--- config.mk ---
export PLATFORM = sky130hd
export DESIGN_NAME = flash_record_slot_manager_top
export DESIGN_NICKNAME = d
export VERILOG_FILES = /design/src/rtl/frsm_pkg.sv /design/src/rtl/frsm_ram.sv /design/src/rtl/frsm_div.sv /design/src/rtl/flash_record_slot_manager_top.sv
export SDC_FILE = /design/constraint.sdc
export NUM_CORES = 2
export LEC_CHECK = 0
export BUFFER_PORTS_ARGS = -buffer_cell sky130_fd_sc_hd__buf_2
export CORE_MARGIN = 1.5
export CORE_UTILIZATION = 53
export CTS_CLUSTER_DIAMETER = 60
export DETAILED_ROUTE_END_ITERATION = 7
export HOLD_SLACK_MARGIN = 0.06
export PLACE_DENSITY = 0.69
export SYNTH_ARGS = -nofsm -noshare
export SYNTH_HDL_FRONTEND = slang
export SYNTH_SLANG_ARGS = --single-unit
--- constraint.sdc ---
create_clock -name aclk -period 9.7 [get_ports aclk]
set_input_delay 0 -clock aclk [delete_from_list [all_inputs] [get_ports aclk]]
set_output_delay 0 -clock aclk [all_outputs]
set_load 0.1 [all_outputs]
--- src/rtl/frsm_pkg.sv ---
// frsm_pkg: shared codes and fixed widths for the flash record slot manager
// used by flash_record_slot_manager_top and its testbench
package frsm_pkg;

    localparam int RECW = 13;
    localparam int REQW = 12;

    localparam logic [1:0] OP_LOAD    = 2'd0;
    localparam logic [1:0] OP_LOCATE  = 2'd1;
    localparam logic [1:0] OP_COMMIT  = 2'd2;
    localparam logic [1:0] OP_RESTORE = 2'd3;

    localparam logic [1:0] ST_OK       = 2'd0;
    localparam logic [1:0] ST_BAD_SIZE = 2'd1;
    localparam logic [1:0] ST_NO_COPY  = 2'd2;

    localparam logic CFG_REQ_BYTES   = 1'b0;
    localparam logic CFG_ERASED_ONES = 1'b1;

endpackage

--- src/rtl/frsm_ram.sv ---
// frsm_ram: generic single-write, single-read ram with registered read
// no dependencies
module frsm_ram #(
    parameter int WIDTH = 32,
    parameter int DEPTH = 32,
    parameter int AW    = (DEPTH > 1) ? $clog2(DEPTH) : 1
) (
    input  logic             aclk,
    input  logic             we,
    input  logic [AW-1:0]    waddr,
    input  logic [WIDTH-1:0] wdata,
    input  logic [AW-1:0]    raddr,
    output logic [WIDTH-1:0] rdata
);
    logic [WIDTH-1:0] mem [DEPTH];

    always_ff @(posedge aclk) begin
        if (we) begin
            mem[waddr] <= wdata;
        end
        rdata <= mem[raddr];
    end
endmodule

--- src/rtl/frsm_div.sv ---
// frsm_div: restoring divider, one quotient bit per cycle
// depends on nothing; shared by all divisions of the slot manager
module frsm_div #(
    parameter int DW = 18
) (
    input  logic          aclk,
    input  logic          aresetn,
    input  logic          start,
    input  logic [DW-1:0] dividend,
    input  logic [DW-1:0] divisor,
    output logic          done,
    output logic [DW-1:0] quotient
);
    localparam int CW = $clog2(DW + 1);

    logic          busy_reg;
    logic          done_reg;
    logic [CW-1:0] cnt_reg;
    logic [DW-1:0] rem_reg;
    logic [DW-1:0] quo_reg;
    logic [DW-1:0] dvs_reg;
    logic [DW:0]   shifted;
    logic [DW:0]   trial;

    assign shifted  = {rem_reg, quo_reg[DW-1]};
    assign trial    = shifted - {1'b0, dvs_reg};
    assign done     = done_reg;
    assign quotient = quo_reg;

    always_ff @(posedge aclk) begin
        if (!aresetn) begin
            busy_reg <= 1'b0;
            done_reg <= 1'b0;
            cnt_reg  <= '0;
        end else begin
            done_reg <= 1'b0;
            if (start) begin
                busy_reg <= 1'b1;
                cnt_reg  <= CW'(DW);
                rem_reg  <= '0;
                quo_reg  <= dividend;
                dvs_reg  <= divisor;
            end else if (busy_reg) begin
                if (!trial[DW]) begin
                    rem_reg <= trial[DW-1:0];
                    quo_reg <= {quo_reg[DW-2:0], 1'b1};
                end else begin
                    rem_reg <= shifted[DW-1:0];
                    quo_reg <= {quo_reg[DW-2:0], 1'b0};
                end
                cnt_reg <= cnt_reg - CW'(1);
                if (cnt_reg == CW'(1)) begin
                    busy_reg <= 1'b0;
                    done_reg <= 1'b1;
                end
            end
        end
    end
endmodule

--- src/rtl/flash_record_slot_manager_top.sv ---
// flash_record_slot_manager_top: slot bookkeeping for record copies in one erase sector
// depends on frsm_pkg, frsm_div (shared divider) and frsm_ram (slot bitmap)
// every op ends with percent used, which needs up to three divisions on the shared divider;
// locate adds a division and reads the bitmap one word at a time, commit adds a division and
// on erase writes the bitmap words one at a time, restore adds a division when a bit is put back
// DW = clog2(SECTOR_BYTES)+6; next transfer accepted the cycle after the result is loaded
// one transfer in flight at a time; synchronous active-low reset clears control state
module flash_record_slot_manager_top #(
    parameter int SECTOR_BYTES = 4096,
    parameter int MIN_RECORD   = 16,
    parameter int MAP_WORDS    = 32
) (
    input  logic        aclk,
    input  logic        aresetn,
    input  logic        cfg_wr_en,
    input  logic        cfg_addr,
    input  logic [11:0] cfg_wdata,
    input  logic        s_tvalid,
    output logic        s_tready,
    input  logic [39:0] s_tdata,   // size_matches, word_index[4:0], word_data[31:0], force_erase
    input  logic [1:0]  s_tuser,   // op
    output logic        m_tvalid,
    input  logic        m_tready,
    output logic [63:0] m_tdata,   // current_offset[12:0], erase_sector, bitmap_word_index[4:0],
                                   // bitmap_word[31:0], percent_used[7:0]
    output logic [1:0]  m_tuser    // status
);
    localparam int RECW = frsm_pkg::RECW;
    localparam int OFFW = $clog2(SECTOR_BYTES + 1);
    localparam int DW   = $clog2(SECTOR_BYTES) + 6;
    localparam int AW   = (MAP_WORDS > 1) ? $clog2(MAP_WORDS) : 1;
    localparam int MAPW = $clog2(4 * MAP_WORDS + 1);
    localparam int NW   = MAPW + 3;
    localparam int PW   = NW + RECW;
    localparam int XW   = PW + 2;

    typedef enum logic [4:0] {
        S_IDLE, S_LOC_GO, S_LOC_WAIT, S_LOC_MAP, S_SCAN_RD, S_SCAN_CHK, S_SCAN_MUL,
        S_SCAN_FIN, S_CMT, S_ERASE, S_IDX_GO, S_IDX_WAIT, S_RD0, S_RDW, S_WR,
        S_PCT, S_PCT_SL_WAIT, S_PCT_IX_GO, S_PCT_IX_WAIT, S_PCT_P_GO, S_PCT_P_WAIT, S_OUT
    } state_t;

    state_t state_reg;

    logic [11:0]     req_reg;
    logic            ones_reg;
    logic [1:0]      op_reg;
    logic            match_reg;
    logic            force_reg;
    logic [RECW-1:0] sz_reg;
    logic [OFFW-1:0] newest_reg;
    logic [OFFW-1:0] prior_reg;
    logic [MAPW-1:0] map_reg;
    logic [RECW-1:0] rec_reg;
    logic [AW-1:0]   scan_w_reg;
    logic            erased_reg;
    logic [NW-1:0]   n_reg;
    logic [PW-1:0]   prod_reg;
    logic [DW-1:0]   slot_reg;
    logic            b0_reg;
    logic [DW-1:0]   slots_reg;
    logic [DW-1:0]   idx_reg;
    logic [1:0]      status_reg;
    logic            erase_reg;
    logic [4:0]      widx_reg;
    logic [31:0]     wval_reg;
    logic [7:0]      pct_reg;
    logic            m_tvalid_reg;
    logic [63:0]     m_tdata_reg;
    logic [1:0]      m_tuser_reg;

    logic            in_match;
    logic [4:0]      in_widx;
    logic [31:0]     in_wdata;
    logic            in_force;
    logic            accept;

    assign in_match = s_tdata[0];
    assign in_widx  = s_tdata[5:1];
    assign in_wdata = s_tdata[37:6];
    assign in_force = s_tdata[38];
    assign s_tready = (state_reg == S_IDLE);
    assign accept   = s_tvalid && s_tready;
    assign m_tvalid = m_tvalid_reg;
    assign m_tdata  = m_tdata_reg;
    assign m_tuser  = m_tuser_reg;

    // record size clamp and alignment
    logic            req_bad;
    logic [RECW-1:0] req_min;
    logic [RECW-1:0] sz_c;
    assign req_bad = (req_reg == '0) ||
                     ((OFFW+2)'(req_reg) > (OFFW+2)'(SECTOR_BYTES - 8));
    assign req_min = ((RECW)'(req_reg) < RECW'(MIN_RECORD)) ? RECW'(MIN_RECORD)
                                                            : RECW'(req_reg);
    assign sz_c    = (req_min + RECW'(3)) & ~RECW'(3);

    // slot index operand
    logic [OFFW:0]   base_off;
    logic [DW-1:0]   diff_off;
    assign base_off = (OFFW+1)'(4) + (OFFW+1)'(map_reg);
    assign diff_off = ({1'b0, newest_reg} >= base_off)
                    ? DW'({1'b0, newest_reg} - base_off) : '0;

    // shared divider
    logic          div_start;
    logic [DW-1:0] div_a;
    logic [DW-1:0] div_b;
    logic          div_done;
    logic [DW-1:0] div_q;
    logic [DW-1:0] div_q1;
    logic [DW+6:0] idx_x100;
    assign div_q1   = div_q + DW'(1);
    assign idx_x100 = (DW+7)'(idx_reg) * (DW+7)'(100);

    always_comb begin
        div_start = 1'b0;
        div_a     = diff_off;
        div_b     = DW'(rec_reg);
        unique case (state_reg)
            S_LOC_GO: begin
                div_start = 1'b1;
                div_a     = DW'((SECTOR_BYTES - 4) * 8 - 1);
                div_b     = DW'({sz_reg, 3'b000}) + DW'(1);
            end
            S_IDX_GO, S_PCT_IX_GO: begin
                div_start = 1'b1;
            end
            S_PCT: begin
                div_start = (newest_reg != '0) && (rec_reg != '0);
                div_a     = DW'(SECTOR_BYTES - 4) - DW'(map_reg);
            end
            S_PCT_P_GO: begin
                div_start = 1'b1;
                div_a     = idx_x100[DW-1:0];
                div_b     = slots_reg;
            end
            default: begin
                div_start = 1'b0;
            end
        endcase
    end

    frsm_div #(.DW(DW)) u_div (
        .aclk     (aclk),
        .aresetn  (aresetn),
        .start    (div_start),
        .dividend (div_a),
        .divisor  (div_b),
        .done     (div_done),
        .quotient (div_q)
    );

    // bitmap sizing from the copy count
    logic [DW-1:0]   bm_raw;
    logic [MAPW-1:0] bm;
    assign bm_raw = ((div_q + DW'(32)) >> 3) & ~DW'(3) & DW'(16'h7fff);
    assign bm     = (bm_raw > DW'(4 * MAP_WORDS)) ? MAPW'(4 * MAP_WORDS) : MAPW'(bm_raw);

    // slot bitmap memory
    logic          ram_we;
    logic [AW-1:0] ram_waddr;
    logic [31:0]   ram_wdata;
    logic [AW-1:0] ram_raddr;
    logic [31:0]   ram_rdata;
    logic [AW-1:0] last_w;
    logic [DW-1:0] slot_w;
    logic [31:0]   slot_mask;
    logic [31:0]   wr_word;
    logic          load_ok;

    assign last_w    = AW'(map_reg[MAPW-1:2]) - AW'(1);
    assign slot_w    = slot_reg >> 5;
    assign slot_mask = 32'd1 << slot_reg[4:0];
    assign load_ok   = (7'(in_widx) < 7'(MAP_WORDS));

    always_comb begin
        if (op_reg == frsm_pkg::OP_COMMIT) begin
            wr_word = b0_reg ? (ram_rdata & ~slot_mask) : (ram_rdata | slot_mask);
        end else begin
            wr_word = b0_reg ? (ram_rdata | slot_mask) : (ram_rdata & ~slot_mask);
        end
    end

    always_comb begin
        ram_we    = 1'b0;
        ram_waddr = scan_w_reg;
        ram_wdata = ones_reg ? 32'hffff_ffff : 32'h0;
        ram_raddr = scan_w_reg;
        unique case (state_reg)
            S_IDLE: begin
                ram_we    = accept && (s_tuser == frsm_pkg::OP_LOAD) && load_ok;
                ram_waddr = AW'(7'(in_widx));
                ram_wdata = in_wdata;
            end
            S_ERASE: begin
                ram_we = 1'b1;
            end
            S_RD0: begin
                ram_raddr = '0;
            end
            S_RDW: begin
                ram_raddr = AW'(slot_w);
            end
            S_WR: begin
                ram_we    = 1'b1;
                ram_waddr = AW'(slot_w);
                ram_wdata = wr_word;
            end
            default: begin
                ram_we = 1'b0;
            end
        endcase
    end

    frsm_ram #(.WIDTH(32), .DEPTH(MAP_WORDS)) u_map (
        .aclk  (aclk),
        .we    (ram_we),
        .waddr (ram_waddr),
        .wdata (ram_wdata),
        .raddr (ram_raddr),
        .rdata (ram_rdata)
    );

    // first erased bit in the fetched bitmap word
    logic          erased_now;
    logic          hit_found;
    logic [4:0]    hit_bit;
    always_comb begin
        erased_now = (scan_w_reg == '0) ? ram_rdata[0] : erased_reg;
        hit_found  = 1'b0;
        hit_bit    = '0;
        for (int b = 31; b >= 0; b--) begin
            if ((ram_rdata[b] == erased_now) && !((scan_w_reg == '0) && (b < 2))) begin
                hit_found = 1'b1;
                hit_bit   = 5'(b);
            end
        end
    end

    logic [XW-1:0] scan_off;
    logic [XW-1:0] scan_end;
    assign scan_off = XW'(4) + XW'(map_reg) + XW'(prod_reg);
    assign scan_end = scan_off + XW'(rec_reg);

    logic [OFFW+1:0] cmt_end;
    assign cmt_end = (OFFW+2)'(newest_reg) + (OFFW+2)'({rec_reg, 1'b0});

    always_ff @(posedge aclk) begin
        if (!aresetn) begin
            state_reg    <= S_IDLE;
            req_reg      <= 12'd16;
            ones_reg     <= 1'b1;
            newest_reg   <= '0;
            prior_reg    <= '0;
            map_reg      <= '0;
            rec_reg      <= '0;
            m_tvalid_reg <= 1'b0;
        end else begin
            if (cfg_wr_en) begin
                unique case (cfg_addr)
                    frsm_pkg::CFG_REQ_BYTES:   req_reg  <= cfg_wdata;
                    frsm_pkg::CFG_ERASED_ONES: ones_reg <= cfg_wdata[0];
                    default:                   req_reg  <= req_reg;
                endcase
            end
            if ((state_reg == S_OUT) && (!m_tvalid_reg || m_tready)) begin
                m_tvalid_reg <= 1'b1;
            end else if (m_tvalid_reg && m_tready) begin
                m_tvalid_reg <= 1'b0;
            end
            unique case (state_reg)
                S_IDLE: begin
                    if (accept) begin
                        op_reg     <= s_tuser;
                        match_reg  <= in_match;
                        force_reg  <= in_force;
                        status_reg <= frsm_pkg::ST_OK;
                        erase_reg  <= 1'b0;
                        widx_reg   <= '0;
                        wval_reg   <= '0;
                        unique case (s_tuser)
                            frsm_pkg::OP_LOAD: state_reg <= S_PCT;
                            frsm_pkg::OP_LOCATE: begin
                                if (req_bad) begin
                                    status_reg <= frsm_pkg::ST_BAD_SIZE;
                                    state_reg  <= S_PCT;
                                end else begin
                                    sz_reg    <= sz_c;
                                    state_reg <= S_LOC_GO;
                                end
                            end
                            frsm_pkg::OP_COMMIT: state_reg <= S_CMT;
                            default: begin
                                if ((newest_reg != prior_reg) && (newest_reg != '0) &&
                                    (rec_reg != '0)) begin
                                    state_reg <= S_IDX_GO;
                                end else begin
                                    newest_reg <= prior_reg;
                                    state_reg  <= S_PCT;
                                end
                            end
                        endcase
                    end
                end
                S_LOC_GO: state_reg <= S_LOC_WAIT;
                S_LOC_WAIT: begin
                    if (div_done) begin
                        map_reg   <= bm;
                        rec_reg   <= sz_reg;
                        state_reg <= S_LOC_MAP;
                    end
                end
                S_LOC_MAP: begin
                    if (!match_reg || (map_reg == '0)) begin
                        newest_reg <= '0;
                        status_reg <= frsm_pkg::ST_NO_COPY;
                        state_reg  <= S_PCT;
                    end else begin
                        scan_w_reg <= '0;
                        state_reg  <= S_SCAN_RD;
                    end
                end
                S_SCAN_RD: state_reg <= S_SCAN_CHK;
                S_SCAN_CHK: begin
                    erased_reg <= erased_now;
                    if ((scan_w_reg == '0) && (ram_rdata[1] == ram_rdata[0])) begin
                        newest_reg <= '0;
                        status_reg <= frsm_pkg::ST_NO_COPY;
                        state_reg  <= S_PCT;
                    end else if (hit_found) begin
                        n_reg     <= NW'({scan_w_reg, hit_bit});
                        state_reg <= S_SCAN_MUL;
                    end else if (scan_w_reg == last_w) begin
                        n_reg     <= NW'({map_reg, 3'b000});
                        state_reg <= S_SCAN_MUL;
                    end else begin
                        scan_w_reg <= scan_w_reg + AW'(1);
                        state_reg  <= S_SCAN_RD;
                    end
                end
                S_SCAN_MUL: begin
                    prod_reg  <= PW'(n_reg - NW'(2)) * PW'(rec_reg);
                    state_reg <= S_SCAN_FIN;
                end
                S_SCAN_FIN: begin
                    if (scan_end > XW'(SECTOR_BYTES)) begin
                        newest_reg <= '0;
                        status_reg <= frsm_pkg::ST_NO_COPY;
                    end else begin
                        newest_reg <= OFFW'(scan_off);
                    end
                    state_reg <= S_PCT;
                end
                S_CMT: begin
                    if ((rec_reg == '0) || (map_reg == '0)) begin
                        status_reg <= frsm_pkg::ST_BAD_SIZE;
                        state_reg  <= S_PCT;
                    end else begin
                        prior_reg <= newest_reg;
                        if (force_reg || (newest_reg == '0) ||
                            (cmt_end > (OFFW+2)'(SECTOR_BYTES))) begin
                            erase_reg  <= 1'b1;
                            newest_reg <= OFFW'(base_off);
                            scan_w_reg <= '0;
                            state_reg  <= S_ERASE;
                        end else begin
                            newest_reg <= newest_reg + OFFW'(rec_reg);
                            state_reg  <= S_IDX_GO;
                        end
                    end
                end
                S_ERASE: begin
                    if (scan_w_reg == last_w) begin
                        state_reg <= S_IDX_GO;
                    end else begin
                        scan_w_reg <= scan_w_reg + AW'(1);
                    end
                end
                S_IDX_GO: state_reg <= S_IDX_WAIT;
                S_IDX_WAIT: begin
                    if (div_done) begin
                        slot_reg <= div_q1;
                        if ((div_q1 >> 5) < DW'(MAP_WORDS)) begin
                            state_reg <= S_RD0;
                        end else begin
                            if (op_reg == frsm_pkg::OP_RESTORE) begin
                                newest_reg <= prior_reg;
                            end
                            state_reg <= S_PCT;
                        end
                    end
                end
                S_RD0: state_reg <= S_RDW;
                S_RDW: begin
                    b0_reg    <= ram_rdata[0];
                    state_reg <= S_WR;
                end
                S_WR: begin
                    if (op_reg == frsm_pkg::OP_COMMIT) begin
                        widx_reg <= slot_w[4:0];
                        wval_reg <= wr_word;
                    end else begin
                        newest_reg <= prior_reg;
                    end
                    state_reg <= S_PCT;
                end
                S_PCT: begin
                    if ((newest_reg == '0) || (rec_reg == '0)) begin
                        pct_reg   <= 8'hff;
                        state_reg <= S_OUT;
                    end else begin
                        state_reg <= S_PCT_SL_WAIT;
                    end
                end
                S_PCT_SL_WAIT: begin
                    if (div_done) begin
                        slots_reg <= div_q;
                        if (div_q == '0) begin
                            pct_reg   <= 8'd100;
                            state_reg <= S_OUT;
                        end else begin
                            state_reg <= S_PCT_IX_GO;
                        end
                    end
                end
                S_PCT_IX_GO: state_reg <= S_PCT_IX_WAIT;
                S_PCT_IX_WAIT: begin
                    if (div_done) begin
                        idx_reg   <= div_q1;
                        state_reg <= S_PCT_P_GO;
                    end
                end
                S_PCT_P_GO: state_reg <= S_PCT_P_WAIT;
                S_PCT_P_WAIT: begin
                    if (div_done) begin
                        pct_reg   <= (div_q > DW'(100)) ? 8'd100 : div_q[7:0];
                        state_reg <= S_OUT;
                    end
                end
                S_OUT: begin
                    if (!m_tvalid_reg || m_tready) begin
                        m_tuser_reg  <= status_reg;
                        m_tdata_reg  <= {5'b0, pct_reg, wval_reg, widx_reg, erase_reg,
                                         13'(newest_reg)};
                        state_reg    <= S_IDLE;
                    end
                end
                default: state_reg <= S_IDLE;
            endcase
        end
    end
endmodule

# [Word level (Yosys, flattened, before mapping)]
# Memory sizes are Yosys's and may differ from the RTL's. A register that Yosys moved wholly into a read port is not among the register bits.
# Cells that the tools add are included.
[word_totals] register_bits=337 latch_bits=0 ram_bits=1024 rom_bits=0 inputBits=60 output_inout_bits=68 elab_cells=388 mem_count=1
[mem_list] memory="u_map.mem" depth=32 word_bits=32 rd=1 rd_clocked_by_memory_dff=1 wr=1 line="frsm_ram.sv:15" rtl="logic [WIDTH-1:0] mem [DEPTH];"
[classes] add_sub_neg=17 multipliers=2 div_mod_pow=0 order_cmp=8 n_eq_ne=86 shifts=1 muxes=161 n_bitwise=9 n_reduce_logical=68
[op_table] op="$mux 5" n=50
[op_table] op="$mux 32" n=6
[op_table] op="$mux 13" n=12
[op_table] op="$pmux 32 s2" n=2
[op_table] op="$pmux 5 s21" n=1
[op_table] op="$pmux 13 s7" n=1
[op_table] op="$mux 18" n=5
[op_table] op="$pmux 18 s3" n=1
[op_table] op="$mux 8" n=6
[op_table] op="$mux 1" n=47
[op_table] op="$eq 5x4->1 const B" n=8
[op_table] op="$ne 2x2->1 const B" n=18
[op_table] op="$pmux 18 s2" n=1
[op_table] op="$eq 1x1->1" n=33
[op_table] op="$and 32x32->32" n=1
[op_table] op="$not 32->32" n=1
[op_table] op="$or 32x32->32" n=1
[op_table] op="$shl 1x5->32 const A" n=1
[op_table] op="$eq 5x5->1 const B" n=6
[op_table] op="$pmux 5 s2" n=3
[op_table] op="$add 25x13->26" n=1
[op_table] op="$gt 26x13->1 const B" n=1
[op_table] op="$logic_not 13->1" n=2
[op_table] op="$reduce_bool 13->1" n=2
[op_table] op="other kinds (67)" n=142

# [Depth between registers and ports, before layout]
[depth] ltp_word=38 depth_mapped=26 ltp_nobuf=25

# [By module]
# From an unflattened synthesis, not the netlist that was laid out.
[unflattened] hier_cells=5010 area_unflattened_um2=66398.7
[modules_own_cells] module="frsm_ram" n_inst=1 cells_each=2260 area_each_um2=40492.6 seq_area_each_um2=31390.1
[modules_own_cells] module="flash_record_slot_manager_top" n_inst=1 cells_each=2451 area_each_um2=22485.3 seq_area_each_um2=7487.2
[modules_own_cells] module="frsm_div" n_inst=1 cells_each=299 area_each_um2=3420.8 seq_area_each_um2=1761.7

# [Least setup slack after synthesis]
# No wires, ideal clock.
[synth_timing] path_kind="flip-flop to flip-flop" start="reg n_reg[1]" end="reg prod_reg[22], data pin" setup_time_ps=259 t_arrival_ps=6040 required_ps=9441 path_slack_ps=3402 stages_incl_launch_ff=25 n_path_buf=1 synth_period_minus_slack_ps=6298 path_cell_list="edfxtp_1 > inv_1 > ha_1 > nand2_1 > or3_1 > xnor2_1 > clkbuf_1 > nand2_1 > fa_1 > inv_1 > fa_1 > inv_1 > fa_1 > inv_1 > fa_1 > fa_1 > ha_1 > or3_1 > o211ai_1 > o211ai_1 > a31oi_1 > nor2_1 > o21a_1 > o211ai_1 > xnor2_1"
[synth_via] elab_chain_len=2
[synth_rtl] element="start, declared" line="flash_record_slot_manager_top.sv:57" rtl="logic [NW-1:0] n_reg;"
[synth_rtl] element="start signal, assigned" line="flash_record_slot_manager_top.sv:332" rtl="n_reg <= NW'({scan_w_reg, hit_bit});"
[synth_rtl] element="start signal, assigned" line="flash_record_slot_manager_top.sv:335" rtl="n_reg <= NW'({map_reg, 3'b000});"
[synth_rtl] element="$sub 11x2->12" line="flash_record_slot_manager_top.sv:343" rtl="prod_reg <= PW'(n_reg - NW'(2)) * PW'(rec_reg);"
[synth_rtl] element="$mul 24x11->22" line="flash_record_slot_manager_top.sv:343"
[synth_rtl] element="end signal, assigned" line="flash_record_slot_manager_top.sv:343"
[synth_rtl] element="end, declared" line="flash_record_slot_manager_top.sv:58" rtl="logic [PW-1:0] prod_reg;"
# Every way passes these cells.
# A chain may end at the register's enable or synchronous reset.

# [Worst setup path in the final report]
[layout_timing] start="reg n_reg[1]" end="reg prod_reg[21], data pin"
# The elaborated chain is that of the path after synthesis.

==> results.toml <==
[layout]
fin_util = 0.600
drive_gt1_frac = 0.0887
area_growth_pct = 11.8
num-nets-final = 5955
largest_reg_flops = 1024
stdcell_count = 7366

[yosys]
synth_ff_type = "edfxtp_1"
yosysMostFrequentCell = "edfxtp_1"
synthesis.area_um2 = 66600
yosys.area.top_type = "edfxtp_1"
synth_cells = 5518
synthArstFlopShare = 0
ys_warn_count = 0
synth_edf_count = 1286
netlist-cell-type-count = 86
synth.avg_cell_area_um2 = 12.1
netlist.area_leader.share = 0.580
synth_area_leaders = "edfxtp_1, nand2_1, a211oi_1"
synth_top_cells_by_count = "edfxtp_1, nand2_1, a211oi_1, and2_1, clkbuf_1"
synth.yosys.seq_area_share = 0.610
ys_ff_latch = 1387

[power]
ir_drop_v = 0.000235
p_int_mw = 12.3
combPwrFrac = 0.262
pwr-share-clk = 0.294
powerDensity_nw_per_um2 = 250
power.leakage_nw = 25.9
seqPwrFrac = 0.444
power_switching_mw = 6.29
switching_share = 0.338

[grt]
gr-total-overflow = 0
grt_max_degree = 196
antenna_found_initial = 8
grt_pass1_vias = 42900
grt_pass1_wl_mm = 263
grt.total_usage = 0.275

[sta]
slew_viol_final = 0
fin_skew_ns = 0.0764
tightest_slew_ns = 1.29
setup_tns_ns = 0
maxSlewHeadroom = 0.137
fmax_mhz = 136
rsz0062_at_grt = "no"
setup_ws_ns = 2.36
fin_crit_sh = 0.756
setup_violations = 0
period_needed_ns = 7.34
final-hold-violation-count = 0

[die]
die_area_um2 = 128000
die_x_um = 358
io_pins = 128
placementRows = 129
start_util = 0.537
die-height_um = 358
core_um2 = 124000

[worst_setup_path]
cp_max_fo = 11
worst-r2r-cell-count = 23
worstReg2RegStart = "n_reg[1]$_SDFFCE_PP0P_"
worst_path_most_repeated_cell = "fa_1"
rrSetupSlack_ns = 2.36
arrival_ns = 7.83
crit_required_ns = 10.19
worstSetupStartpoint = "n_reg[1]$_SDFFCE_PP0P_"
cp_cell_sequence = "inv_1 -> nand3_1 -> or3_1 -> nor2_1 -> xor2_1 -> nand2_1 -> fa_1 -> fa_1 -> inv_1 -> fa_1 -> inv_1 -> fa_1 -> fa_1 -> inv_1 -> ha_1 -> a21oi_1 -> a21oi_1 -> a41oi_1 -> a211oi_1 -> o21a_1 -> o21ai_0 -> nor2b_1 -> xnor2_1"
crit_end = "prod_reg[21]$_DFFE_PP_"
cp_slowest_stage_delay_ns = 0.78
crit_slowest_cell = "xor2_1"
end_kind = "flop"
startpoint_type = "flop"
critPathKind = "reg2reg"
rr_endpoint = "prod_reg[21]$_DFFE_PP_"

[status]
status = "completed"

[detailed_routing]
viasPerCell = 6.13
remaining_drc_errors = 0
ant_nets = 0
dr.pass1.iters = 6
wire_per_inst_um = 24.1
drt_iter0_markers = 4975
routed_wirelength_mm = 177
vias = 45200

[placement]
dpl.cell_count = 7027
dp_hpwl_mm = 106
pre_cts_slack_ns = 2.54
port-buffer-count = 121
place.gp.congestion = 0.897

[clock_network]
cts-buffers-inserted = 148
clk_path_buf_depth = 3
cts_setup_buffers = 0
clkLatencyLatePin_ns = 0.81
hold_buffers = 66
cts_resized = 0
clkSlewWorstSetupHoldPaths_ns = 0.06
clockRootBuffer = "clkbuf_16"
cts.sink_count = 1387
htree_levels = 4
cts_tree = "done"

[flow_run]
drv_cap = 0

[min_path]
min_path_type = "in2reg"
## routing by layer
layer	GRT usage	up-vias	wire [um]
li1	-	20500	-
met1	0.378	22400	73000
met2	0.444	1943	83800
met3	0.0466	316	14800
met4	0.0985	8	5690
met5	0	-	55
## how the worst min path moves through the flow
stage                       from                 endpoint  cells past startpoint
floorplan            s_tdata[38]      force_reg$_DFFE_PP_                      0
finish                s_tuser[1]      op_reg[1]$_DFFE_PP_                      2
global placement    cfg_wdata[4]  req_reg[4]$_SDFFE_PN1P_                      3
global route          s_tuser[1]      op_reg[1]$_DFFE_PP_                      2
detailed placement  cfg_wdata[4]  req_reg[4]$_SDFFE_PN1P_                      3
CTS                   s_tuser[1]      op_reg[1]$_DFFE_PP_                      2
## final cells by class
class	instances	area [um^2]
clock inverters	81	797
diodes	1	2.50
repair buffers	282	2040
fillers	9595	49600
well taps	1637	2050
flip-flops and latches	1387	40600
multi-input cells	3523	24000
clock buffers	191	3970
inverters	264	991
## power groups by stage
stage               Sequential (mW)  Combinational [mW]  Clock, mW
floorplan                      8.10                3.44          0
global placement               8.37                4.69          0
detailed placement             8.38                4.79          0
CTS                            8.26                4.84       5.53
global route                   8.30                5.34       5.77
finish                         8.28                4.89       5.47
## cells in the final DEF (no fill, tap or decap), types with 101 or more instances in the layout
cell type / count
nand2_1: 798
buf_2: 121
and2_1: 319
a211oi_1: 375
a31oi_1: 144
inv_1: 260
fa_1: 137
a311oi_1: 131
ha_1: 152
nor2_1: 246
dfxtp_1: 101
clkbuf_16: 150
edfxtp_1: 1286
a21oi_1: 242
## worst max-delay path: cells and delay by family (launching register included)
kind	cells	cell delay, ns
simple gates	5	1.07
fa+ha+maj	6	2.86
compound gates	6	1.22
flops	1	0.56
buf+inv	4	0.39
xor+xnor	2	0.90
## cell families (layout without fill, tap and decap cells)
kind of cell / after synthesis / after routing / share of synthesized area
AO/OA/AOI/OAI: 1263 / 1263 / 0.134
XOR/XNOR: 160 / 160 / 0.0210
adder cells (fa/ha/maj): 289 / 289 / 0.0697
buffers and inverters: 612 / 818 / 0.0355
flip-flops: 1387 / 1387 / 0.610
multiplexers: 37 / 37 / 0.00563
other: 1 / 6 / 0.0000563
AND/OR/NAND/NOR: 1769 / 1769 / 0.124
## metrics by stage
step	hold WS (ns)	area (um^2)	total power, mW
floorplan	0.0989	66600	11.5
global placement	0.220	69100	13.1
detailed placement	0.221	69100	13.2
CTS	0.0703	74500	18.6
global route	0.126	74500	19.4
finish	0.138	74500	18.6
Power figures use the tool's default switching activity.
